$ cat config.mk
export PLATFORM = sky130hd
export DESIGN_NAME = wtm_ram
export DESIGN_NICKNAME = d
export VERILOG_FILES = /design/src/sv/wtm_ram.sv
export SDC_FILE = /design/constraint.sdc
export NUM_CORES = 1
export LEC_CHECK = 0
export BUFFER_PORTS_ARGS = -buffer_cell sky130_fd_sc_hd__buf_2
export CAP_MARGIN = 10
export CORE_ASPECT_RATIO = 1.1
export CORE_UTILIZATION = 41
export CTS_BUF_LIST = sky130_fd_sc_hd__clkbuf_8
export DETAILED_ROUTE_END_ITERATION = 10
export HOLD_SLACK_MARGIN = 0.03
export SYNTH_ARGS = -nofsm -noshare
export SYNTH_HDL_FRONTEND = slang
export SYNTH_SLANG_ARGS = --single-unit
export TNS_END_PERCENT = 5
$ cat constraint.sdc
create_clock -name clk -period 1.9 [get_ports clk]
set_input_delay 0.19 -clock clk [delete_from_list [all_inputs] [get_ports clk]]
set_output_delay 0.19 -clock clk [all_outputs]
set_load 0.03 [all_outputs]
$ cat src/sv/wtm_ram.sv
// ----------------------------------------------------------------------------
// wtm_ram: generic single-write, single-read RAM
// One write port and one read port with registered read data.
// ----------------------------------------------------------------------------
`default_nettype none

module wtm_ram #(
    parameter int WIDTH = 8,
    parameter int DEPTH = 16,
    parameter int AW    = (DEPTH > 1) ? $clog2(DEPTH) : 1
) (
    input  wire logic             clk,
    input  wire logic             we,
    input  wire logic [AW-1:0]    waddr,
    input  wire logic [WIDTH-1:0] wdata,
    input  wire logic [AW-1:0]    raddr,
    output logic      [WIDTH-1:0] rdata
);

    logic [WIDTH-1:0] mem [DEPTH];

    always_ff @(posedge clk)
    begin
        if (we)
        begin
            mem[waddr] <= wdata;
        end
        rdata <= mem[raddr];
    end

endmodule

`default_nettype wire

==> run summary, run 1 <==
slew of the pin with the lowest slew margin -> 0.412 ns
commonest non-fill, non-tap cell in the layout -> edfxtp_1
CP Max Fanout -> 1
initial drt markers -> 172
pwr/cell area -> 956 nW/µm²
Fmax achieved -> 731 MHz
min-delay worst type -> input port to flip-flop
die height -> 120 µm
Routed WL -> 9800 µm
vias in the first global route -> 2497
GP Congestion -> 0.729
Area Growth Syn to Fin -> 14.8%
Yosys top cell by area -> edfxtp_1
CTS tree -> done
CTS root buf -> clkbuf_8
met1 Track Usage GR -> 0.228
hold-fix buffers at CTS -> 0
initial antenna violation count -> 0
Post-Syn Area -> 5150 µm²
Placed Instances -> 420
antenna cell count -> 0
Final min period -> 1.37 ns
Post-Synthesis Mean Instance Area -> 22.5 µm²
Worst EP arrival -> 1.67 ns
CTS buffer count -> 17
outcome -> completed
library cells used by synthesis -> 19
total of max-cap violations -> 0
post-cts sizing count -> 0
ANT nets after route -> 0
Synth top area share -> 0.747
latest clock arrival within the worst-skew pair -> 0.43 ns
routed vias/inst -> 5.39
Hold Vio Cnt, Final -> 0
Fin Setup TNS -> 0 ns
GRT overflow -> 0
post-synthesis cell count -> 229
asr flop ratio synth -> 0
P_leak -> 2.03 nW
Reg clk slew, reported paths -> 0.07 ns
clk_skew -> 0.00899 ns
Yosys reg bits -> 136
setup bufs post-CTS -> 0
CTS max path bufs -> 2
Initial Utilization -> 0.424
average wire per standard cell -> 21.7 µm
Top Ports -> 26
CTS Sinks -> 136
vias -> 2435
GR Util met3 -> 0.0473
syn_nets -> 247
Slew Limit Fails -> 0
Max transition margin -> 0.724
crit path kind -> flip-flop to flip-flop
Seq. cell area -> 4000 µm²
Final setup viols -> 0
Worst EP required -> 2.20 ns
multi-input combinational cell area -> 1060 µm²
DP Wirelength -> 6340 µm
Critical Path Sink Type -> flip-flop
fill count -> 1000
total die area -> 13000 µm²
RSZ-0062 raised after global routing -> no
GRT Util Overall -> 0.168
global-route wire length before repair -> 14800 µm
GR peak layer -> met2
Finished Layout Cells -> 452
Synth Flop Type -> edfxtp_1
largest net degree at the start of global routing -> 33
met2 Usage GRT -> 0.259
FP Rows -> 42
main area contributors after synthesis -> edfxtp_1 75%, mux4_2 7.9%, mux4_1 7.1%
number of iterations in the first detailed-routing pass -> 5
crit share post-route -> 0.720
most frequent cells in the layout -> 128 x edfxtp_1, 25 x buf_2, 20 x clkbuf_8
maximum vdd drop -> 0.474 mV
Post-synth EDFFs -> 128
sequential area share after synthesis -> 0.778
fin nets -> 303
Core Region -> 12100 µm²
Worst setup SP type -> flip-flop
DRC viols -> 0
H-tree lvl count -> 4
Die W -> 109 µm
Synth warnings -> 0
count of input and output buffers -> 25
layout cells sized above 1 -> 0.302
==> stage by stage <==
stage	hold WS, ns	cell area [µm²]	worst slack [ns]	utilization	power, mW
after CTS	0.126	5910	0.520	0.487	5.70
after global routing	0.128	5910	0.460	0.487	5.85
after detailed placement	0.594	5580	0.286	0.460	3.80
after floorplan	0.289	5150	0.217	-	3.64
after global placement	0.581	5580	0.290	0.460	3.80
final	0.148	5910	0.532	0.487	5.65
==> layout make-up <==
| type | instances | area share |
|---|---|---|
| repair buffers | 47 | 0.0555 |
| clock inverters | 12 | 0.00847 |
| well taps | 154 | 0.0326 |
| multi-input cells | 83 | 0.179 |
| flip-flops and latches | 136 | 0.678 |
| clock buffers | 20 | 0.0466 |
==> kinds of logic (layout without fill, tap and decap cells) <==
| kind of cell | count (synthesis) | after routing | share of synthesized area |
|---|---|---|---|
| AO/OA/AOI/OAI | 16 | 16 | 0.0233 |
| buffers and inverters | 10 | 79 | 0.0168 |
| flip-flops | 136 | 136 | 0.778 |
| multiplexers | 32 | 32 | 0.150 |
| AND/OR/NAND/NOR | 35 | 35 | 0.0318 |
==> critical path, cell delays in order, from the launching register on <==
cell,delay (ns)
edfxtp_1,0.36
mux4_2,0.46
a22oi_1,0.34
nand2_1,0.09
==> power by group <==
group          internal, mW  total (mW)  switching (mW)
combinational         0.141       0.354           0.213
sequential             3.35        3.38          0.0229
clock                 0.957        1.92           0.959
==> cell usage after synthesis (2+ instances only) <==
library cell     count
edfxtp_1           128
mux4_2              18
a22oi_1             16
mux4_1              14
nor2_1              13
nand2_1              9
dfxtp_1              8
nor3_1               4
buf_2                3
buf_6                3
clkdlybuf4s25_2      3
nand2b_1             2
nand3b_1             2
==> final timing paths <==
check	start	endpoint	slack, ns	depth (start not counted)
hold reg to reg	mem[14][1]$_DFFE_PP_	rdata[1]$_DFF_P_	0.68	3
hold / removal	wdata[1]	mem[9][1]$_DFFE_PP_	0.15	1
setup reg to reg	mem[10][6]$_DFFE_PP_	rdata[6]$_DFF_P_	0.53	3
setup / recovery	mem[10][6]$_DFFE_PP_	rdata[6]$_DFF_P_	0.53	3
==> flip-flops by register name, indices dropped and copies added, names as in the netlist <==
signal / flops
rdata: 8
mem: 128
==> metal layers <==
| metal | part of all wire | vias up | wire length (µm) |
|---|---|---|---|
| met5 | 0 | - | 0 |
| met2 | 0.49 | 62 | 4840 |
| met4 | 0.012 | 0 | 114 |
| met1 | 0.45 | 1281 | 4420 |
| li1 | - | 1081 | - |
| met3 | 0.043 | 11 | 422 |
(Power assumes the default switching activity.)
==> run 2, diff against run 1 <==
- ABC_AREA: default -> 1
- clock period: 1.9 -> 1.35 ns (I/O delays scaled with it)
==> run summary, run 2 <==
worst setup margin -> 0.196 ns (-0.336 ns)
CP Max Fanout -> 1 (unchanged)
dominant cell by count in the synthesized netlist -> nand2_1
total of max-cap violations -> 0 (unchanged)
Initial Utilization -> 0.418 (-0.00599)
critical-path cell list -> buf_2
mux contribution to synthesized area -> 0 (-0.150)
Comb power frac -> 0.072 (+0.009)
Final setup viols -> 0 (unchanged)
Sw Ratio -> 0.217 (+0.00575)
worst hold stages -> 3 (+2)
CTS Sinks -> 136 (unchanged)
outcome -> completed
main area contributors after synthesis -> edfxtp_1 67%, nand2_1 11%, nand3_1 8.4%
share of power burned in registers -> 0.539 (-0.059)
Fmax achieved -> 866 MHz
adder-cell share of the synthesized area -> 0 (unchanged)
count of input and output buffers -> 25 (unchanged)
Synth top area share -> 0.667 (-0.0802)
Final min period -> 1.15 ns
vias in the first global route -> 3777 (+51%)
clock share of power -> 0.389 (+0.050)
syn_nets -> 569 (+130%)
Critical Path Sink Type -> output port
vias -> 3749 (+54%)
DP Wirelength -> 8110 µm (+28%)
Most flops, register -> mem
pre-CTS setup slack -> 0.177 ns (-0.109 ns)
most frequent cells in the layout -> 173 x nand2_1, 128 x edfxtp_1, 103 x inv_1
latest clock arrival within the worst-skew pair -> 0.43 ns (about the same)
maximum vdd drop -> 0.682 mV (+44%)
P_leak -> 2.88 nW (+42%)
Worst EP required -> 1.22 ns (-0.98 ns)
Yosys top cell by area -> edfxtp_1
die height -> 126 µm (+5.7%)
library cells used by synthesis -> 12 (-7)
Post-synth EDFFs -> 128 (unchanged)
Largest register FFs -> 128 (unchanged)
number of iterations in the first detailed-routing pass -> 5 (unchanged)
crit path kind -> flip-flop to output port
DRC viols -> 0 (unchanged)
Top Ports -> 26 (unchanged)
ANT nets after route -> 0 (unchanged)
FP Rows -> 45 (+7.1%)
Yosys reg bits -> 136 (unchanged)
RSZ-0062 raised after global routing -> no
Int Power -> 6.89 mW (+55%)
Max transition margin -> 0.752 (+0.0279)
Tot Pwr -> 8.81 mW (+56%)
Worst EP arrival -> 1.02 ns (-0.65 ns)
asr flop ratio synth -> 0 (unchanged)
crit-path max cell delay -> 0.38 ns (-0.08 ns)
largest net degree at the start of global routing -> 65 (+97%)
WP buf/inv -> 1 (+1)
global-route wire length before repair -> 20200 µm (+37%)
Synth Area in Simple Gates -> 0.210 (+0.179)
final hold slack -> 0.0716 ns (-0.0765 ns)
crit-path leading delay family -> flip-flops
Post-Syn Area -> 5770 µm² (+12%)
Reg clk slew, reported paths -> 0.07 ns (about the same)
fill count -> 1265 (+27%)
CTS tree -> done
sequential area share after synthesis -> 0.694 (-0.0835)
Routed WL -> 12500 µm (+28%)
sw power -> 1.92 mW (+60%)
biggest regs -> mem: 128 flops, rdata: 8 flops
Synth Area in Compound Gates -> 0 (-0.0233)
average wire per standard cell -> 15.8 µm (-27%)
CTS max path bufs -> 2 (unchanged)
initial drt markers -> 235 (+37%)
Hold Vio Cnt, Final -> 0 (unchanged)
layout cells sized above 1 -> 0.132 (-0.170)
Synth Flop Type -> edfxtp_1
GRT overflow -> 0 (unchanged)
GRT Util Overall -> 0.193 (+0.0246)
slew of the pin with the lowest slew margin -> 0.371 ns (-0.0403 ns)
Commonest cells post-synth -> 173 x nand2_1, 128 x edfxtp_1, 100 x inv_1
antenna cell count -> 0 (unchanged)
commonest non-fill, non-tap cell in the layout -> nand2_1
Synth Area in XOR/XNOR -> 0 (unchanged)
Layout Utilization -> 0.479 (-0.00751)
Fin Setup TNS -> 0 ns (unchanged)
post-cts sizing count -> 0 (unchanged)
largest family of logic cells by synthesized area -> simple AND/OR/NAND/NOR gates
Reg2Reg Depth -> 6 (+3)
Area Growth Syn to Fin -> 14.6%
clk_skew -> 0.00935 ns (+0.000358 ns)
post-synthesis cell count -> 551 (+140%)
total die area -> 14500 µm² (+12%)
routed vias/inst -> 4.71 (-13%)
min-delay worst type -> input port to flip-flop
CP max stage cell -> dfxtp_1
Slew Limit Fails -> 0 (unchanged)
initial antenna violation count -> 0 (unchanged)
Worst setup SP type -> flip-flop
Die W -> 115 µm (+5.7%)
Post-Synthesis Mean Instance Area -> 10.5 µm² (-53%)
Synth warnings -> 0 (unchanged)
pwr/cell area -> 1330 nW/µm² (+39%)
crit share post-route -> 0.855
Critical Path Stages -> 1 (-2)
CTS buffer count -> 17 (unchanged)
Core Region -> 13800 µm² (+14%)
CTS root buf -> clkbuf_8
fin nets -> 613 (+100%)
H-tree lvl count -> 4 (unchanged)
setup bufs post-CTS -> 0 (unchanged)
GP Congestion -> 0.809 (+11%)
hold-fix buffers at CTS -> 0 (unchanged)
-- run 2: cell types whose count changed after synthesis, moves of 3 or more --
cell / delta
nand2_1: +164
inv_1: +100
nand3_1: +96
mux4_2: -18
a22oi_1: -16
mux4_1: -14
buf_2: +10
nor2_1: +4
nor3_1: -4
buf_4: +3
buf_6: +3
clkdlybuf4s25_2: -3
-- run 2: final timing paths --
| path | end | start | slack (ns) |
|---|---|---|---|
| worst max-delay path | rdata[4] | rdata[4]$_DFF_P_ | 0.20 |
| worst min-delay path | rdata[4]$_DFF_P_ | raddr[3] | 0.07 |
| worst min register to register | rdata[4]$_DFF_P_ | mem[14][4]$_DFFE_PP_ | 0.65 |
| worst max register to register | rdata[4]$_DFF_P_ | mem[1][4]$_DFFE_PP_ | 0.35 |
-- run 2: through the flow --
step | cell area, µm² | instances
after floorplan | 5770 | 551
after global placement | 6190 | 764
after detailed placement | 6190 | 764
after CTS | 6610 | 796
after global routing | 6610 | 796
final | 6610 | 796
-- run 2: cell families (layout without fill, tap and decap cells) --
group / Yosys count / in the layout
AND/OR/NAND/NOR: 289 / 289
flip-flops: 136 / 136
buffers and inverters: 126 / 183
-- run 2: layout make-up --
cell class,count,area [µm²],share of cell area
repair buffers,49,355,0.0538
clock inverters,11,129,0.0195
well taps,188,235,0.0356
flip-flops and latches,136,4000,0.606
clock buffers,21,289,0.0437
multi-input cells,289,1210,0.184
inverters,102,383,0.0579
-- run 2: metal layers --
metal	GRT usage	up-vias	wire length, µm
met2	0.320	113	6370
li1	-	1857	-
met3	0.0444	9	726
met1	0.242	1770	5260
met5	0	-	0
met4	0.0817	0	191
-- run 2: power groups by stage --
stage / Sequential (mW) / Clock [mW] / Combinational, mW
floorplan: 4.89 / 0 / 0.333
global placement: 4.84 / 0 / 0.637
detailed placement: 4.84 / 0 / 0.643
CTS: 4.75 / 3.49 / 0.646
global route: 4.75 / 3.65 / 0.712
finish: 4.75 / 3.42 / 0.638
-- run 2: worst min-delay path: stages --
cell	delay, ns
buf_2	0.17
nand3_1	0.10
nand2_1	0.04
==> run 3, diff against run 2 <==
- ABC_AREA: 1 -> 0
- clock period: 1.35 -> 1.4 ns (I/O delays scaled with it)
==> run summary, run 3 (synthesis gave the netlist of run 1 again) <==
Hold Vio Cnt, Final -> 0 (unchanged)
layout cells sized above 1 -> 0.343 (+0.211)
H-tree lvl count -> 4 (unchanged)
crit path kind -> flip-flop to flip-flop
CTS Sinks -> 136 (unchanged)
GRT overflow -> 0 (unchanged)
CTS root buf -> clkbuf_8
fill count -> 956 (-24%)
commonest non-fill, non-tap cell in the layout -> edfxtp_1
maximum vdd drop -> 0.567 mV (-17%)
initial drt markers -> 123 (-48%)
Layout Utilization -> 0.500 (+0.0209)
Die W -> 109 µm (-5.4%)
highest routed layer -> met4
P_leak -> 2.08 nW (-28%)
GRT Util Overall -> 0.170 (-0.0229)
Most flops, register -> mem
most frequent cells in the layout -> 128 x edfxtp_1, 32 x buf_4, 25 x buf_2
RSZ-0062 raised after global routing -> yes
Cell Area, Placed -> 5700 µm² (-7.9%)
Final min period -> 1.35 ns
slew of the pin with the lowest slew margin -> 0.808 ns (+0.436 ns)
CTS buffer count -> 17 (unchanged)
CTS tree -> done
fin nets -> 317 (-48%)
Reg clk slew, reported paths -> 0.07 ns (about the same)
pwr/cell area -> 1310 nW/µm² (-1.4%)
met2 wire len -> 4940 µm (-22%)
initial antenna violation count -> 0 (unchanged)
clk_skew -> 0.00745 ns (-0.00191 ns)
CTS max path bufs -> 2 (unchanged)
worst setup margin -> 0.0532 ns (-0.143 ns)
Met1 Wirelength -> 4410 µm (-16%)
antenna cell count -> 0 (unchanged)
pre-CTS setup slack -> -0.218 ns (-0.394 ns)
Area Growth Syn to Fin -> 17.9%
average wire per standard cell -> 21.3 µm (+35%)
biggest regs -> mem: 128 flops, rdata: 8 flops
largest net degree at the start of global routing -> 21 (-68%)
Final setup viols -> 0 (unchanged)
Max transition margin -> 0.459 (-0.293)
Core Region -> 12100 µm² (-12%)
min-delay worst type -> input port to flip-flop
total of max-cap violations -> 0 (unchanged)
vias in the first global route -> 2685 (-29%)
Largest register FFs -> 128 (unchanged)
Initial Utilization -> 0.424 (+0.00599)
global-route wire length before repair -> 15400 µm (-24%)
clock share of power -> 0.362 (-0.027)
latest clock arrival within the worst-skew pair -> 0.43 ns (about the same)
crit share post-route -> 0.962
total die area -> 13000 µm² (-11%)
Met3 Wirelength -> 435 µm (-40%)
Slew Limit Fails -> 0 (unchanged)
Tot Pwr -> 7.98 mW (-9.5%)
Routed WL -> 9910 µm (-21%)
Worst EP arrival -> 1.66 ns (+0.64 ns)
Critical Path Sink Type -> flip-flop
Top Ports -> 26 (unchanged)
Fin Setup TNS -> 0 ns (unchanged)
Int Power -> 6.28 mW (-8.9%)
share of power burned in registers -> 0.574 (+0.035)
vias -> 2474 (-34%)
DRC viols -> 0 (unchanged)
die height -> 120 µm (-5.4%)
FP Rows -> 42 (-6.7%)
Fmax achieved -> 742 MHz
CP Max Fanout -> 1 (unchanged)
Worst setup SP type -> flip-flop
GP Congestion -> 0.769 (-5.0%)
outcome -> completed
Worst EP required -> 1.71 ns (+0.49 ns)
count of input and output buffers -> 25 (unchanged)
routed vias/inst -> 5.31 (+13%)
Comb power frac -> 0.064 (-0.008)
sw power -> 1.70 mW (-11%)
DP Wirelength -> 6900 µm (-15%)
Sw Ratio -> 0.213 (-0.00477)
number of iterations in the first detailed-routing pass -> 4 (-1)
cell area after layout -> 6070 µm² (-8.2%)
ANT nets after route -> 0 (unchanged)
## run 3: changes by cell type in the layout (fill, tap and decap cells not counted), sizes merged, moves of 2 or more
cell    delta
clkinv     +5
a22oi     +16
mux4      +32
nor3       +4
buf       +12
nand2    -164
nand3     -96
nor2       -4
clkbuf     -4
nand2b     +2
inv      -103
## run 3: layout make-up
cell class	count	area, µm²	share of cell area
timing repair buffer	61	445	0.0734
clock buffer	17	234	0.0385
clock inverter	15	119	0.0196
sequential	136	4000	0.660
multi-input combinational	83	1070	0.177
tap	154	193	0.0317
## run 3: repair_timing
| action | in CTS | in global routing |
|---|---|---|
| setup endpoints to repair | 0 | 2 |
| hold buffers | 0 | 0 |
| gates resized for setup | 0 | 3 |
| setup buffers | 0 | 0 |
## run 3: power by group through the flow
stage               Clock (mW)  Combinational [mW]  Sequential, mW
floorplan                    0               0.231            4.71
global placement             0               0.509            4.66
detailed placement           0               0.518            4.67
CTS                       2.94               0.517            4.58
global route              3.08               0.556            4.58
finish                    2.89               0.513            4.58
## run 3: worst paths after layout
| kind | start | endpoint | slack, ns | depth (start not counted) |
|---|---|---|---|---|
| min reg2reg | mem[13][7]$_DFFE_PP_ | rdata[7]$_DFF_P_ | 0.68 | 3 |
| max | mem[9][4]$_DFFE_PP_ | rdata[4]$_DFF_P_ | 0.05 | 3 |
| max reg2reg | mem[9][4]$_DFFE_PP_ | rdata[4]$_DFF_P_ | 0.05 | 3 |
| min | wdata[2] | mem[3][2]$_DFFE_PP_ | 0.1 | 1 |
## run 3: metal layers
| layer | track usage | up-vias |
|---|---|---|
| met4 | 0.0709 | 0 |
| met1 | 0.227 | 1289 |
| met5 | 0 | - |
| li1 | - | 1109 |
| met3 | 0.0364 | 12 |
| met2 | 0.270 | 64 |
## run 3: metrics by stage
stage               instances  hold slack (ns)
CTS                       466           0.0828
detailed placement        434            0.547
finish                    466           0.0995
global placement          434            0.531
global route              466           0.0986
floorplan                 229            0.239
## run 3: critical path: stages, from the launching register on
cell      delay (ns)
edfxtp_1        0.35
mux4_1          0.53
a22oi_1         0.27
nand2_2         0.09
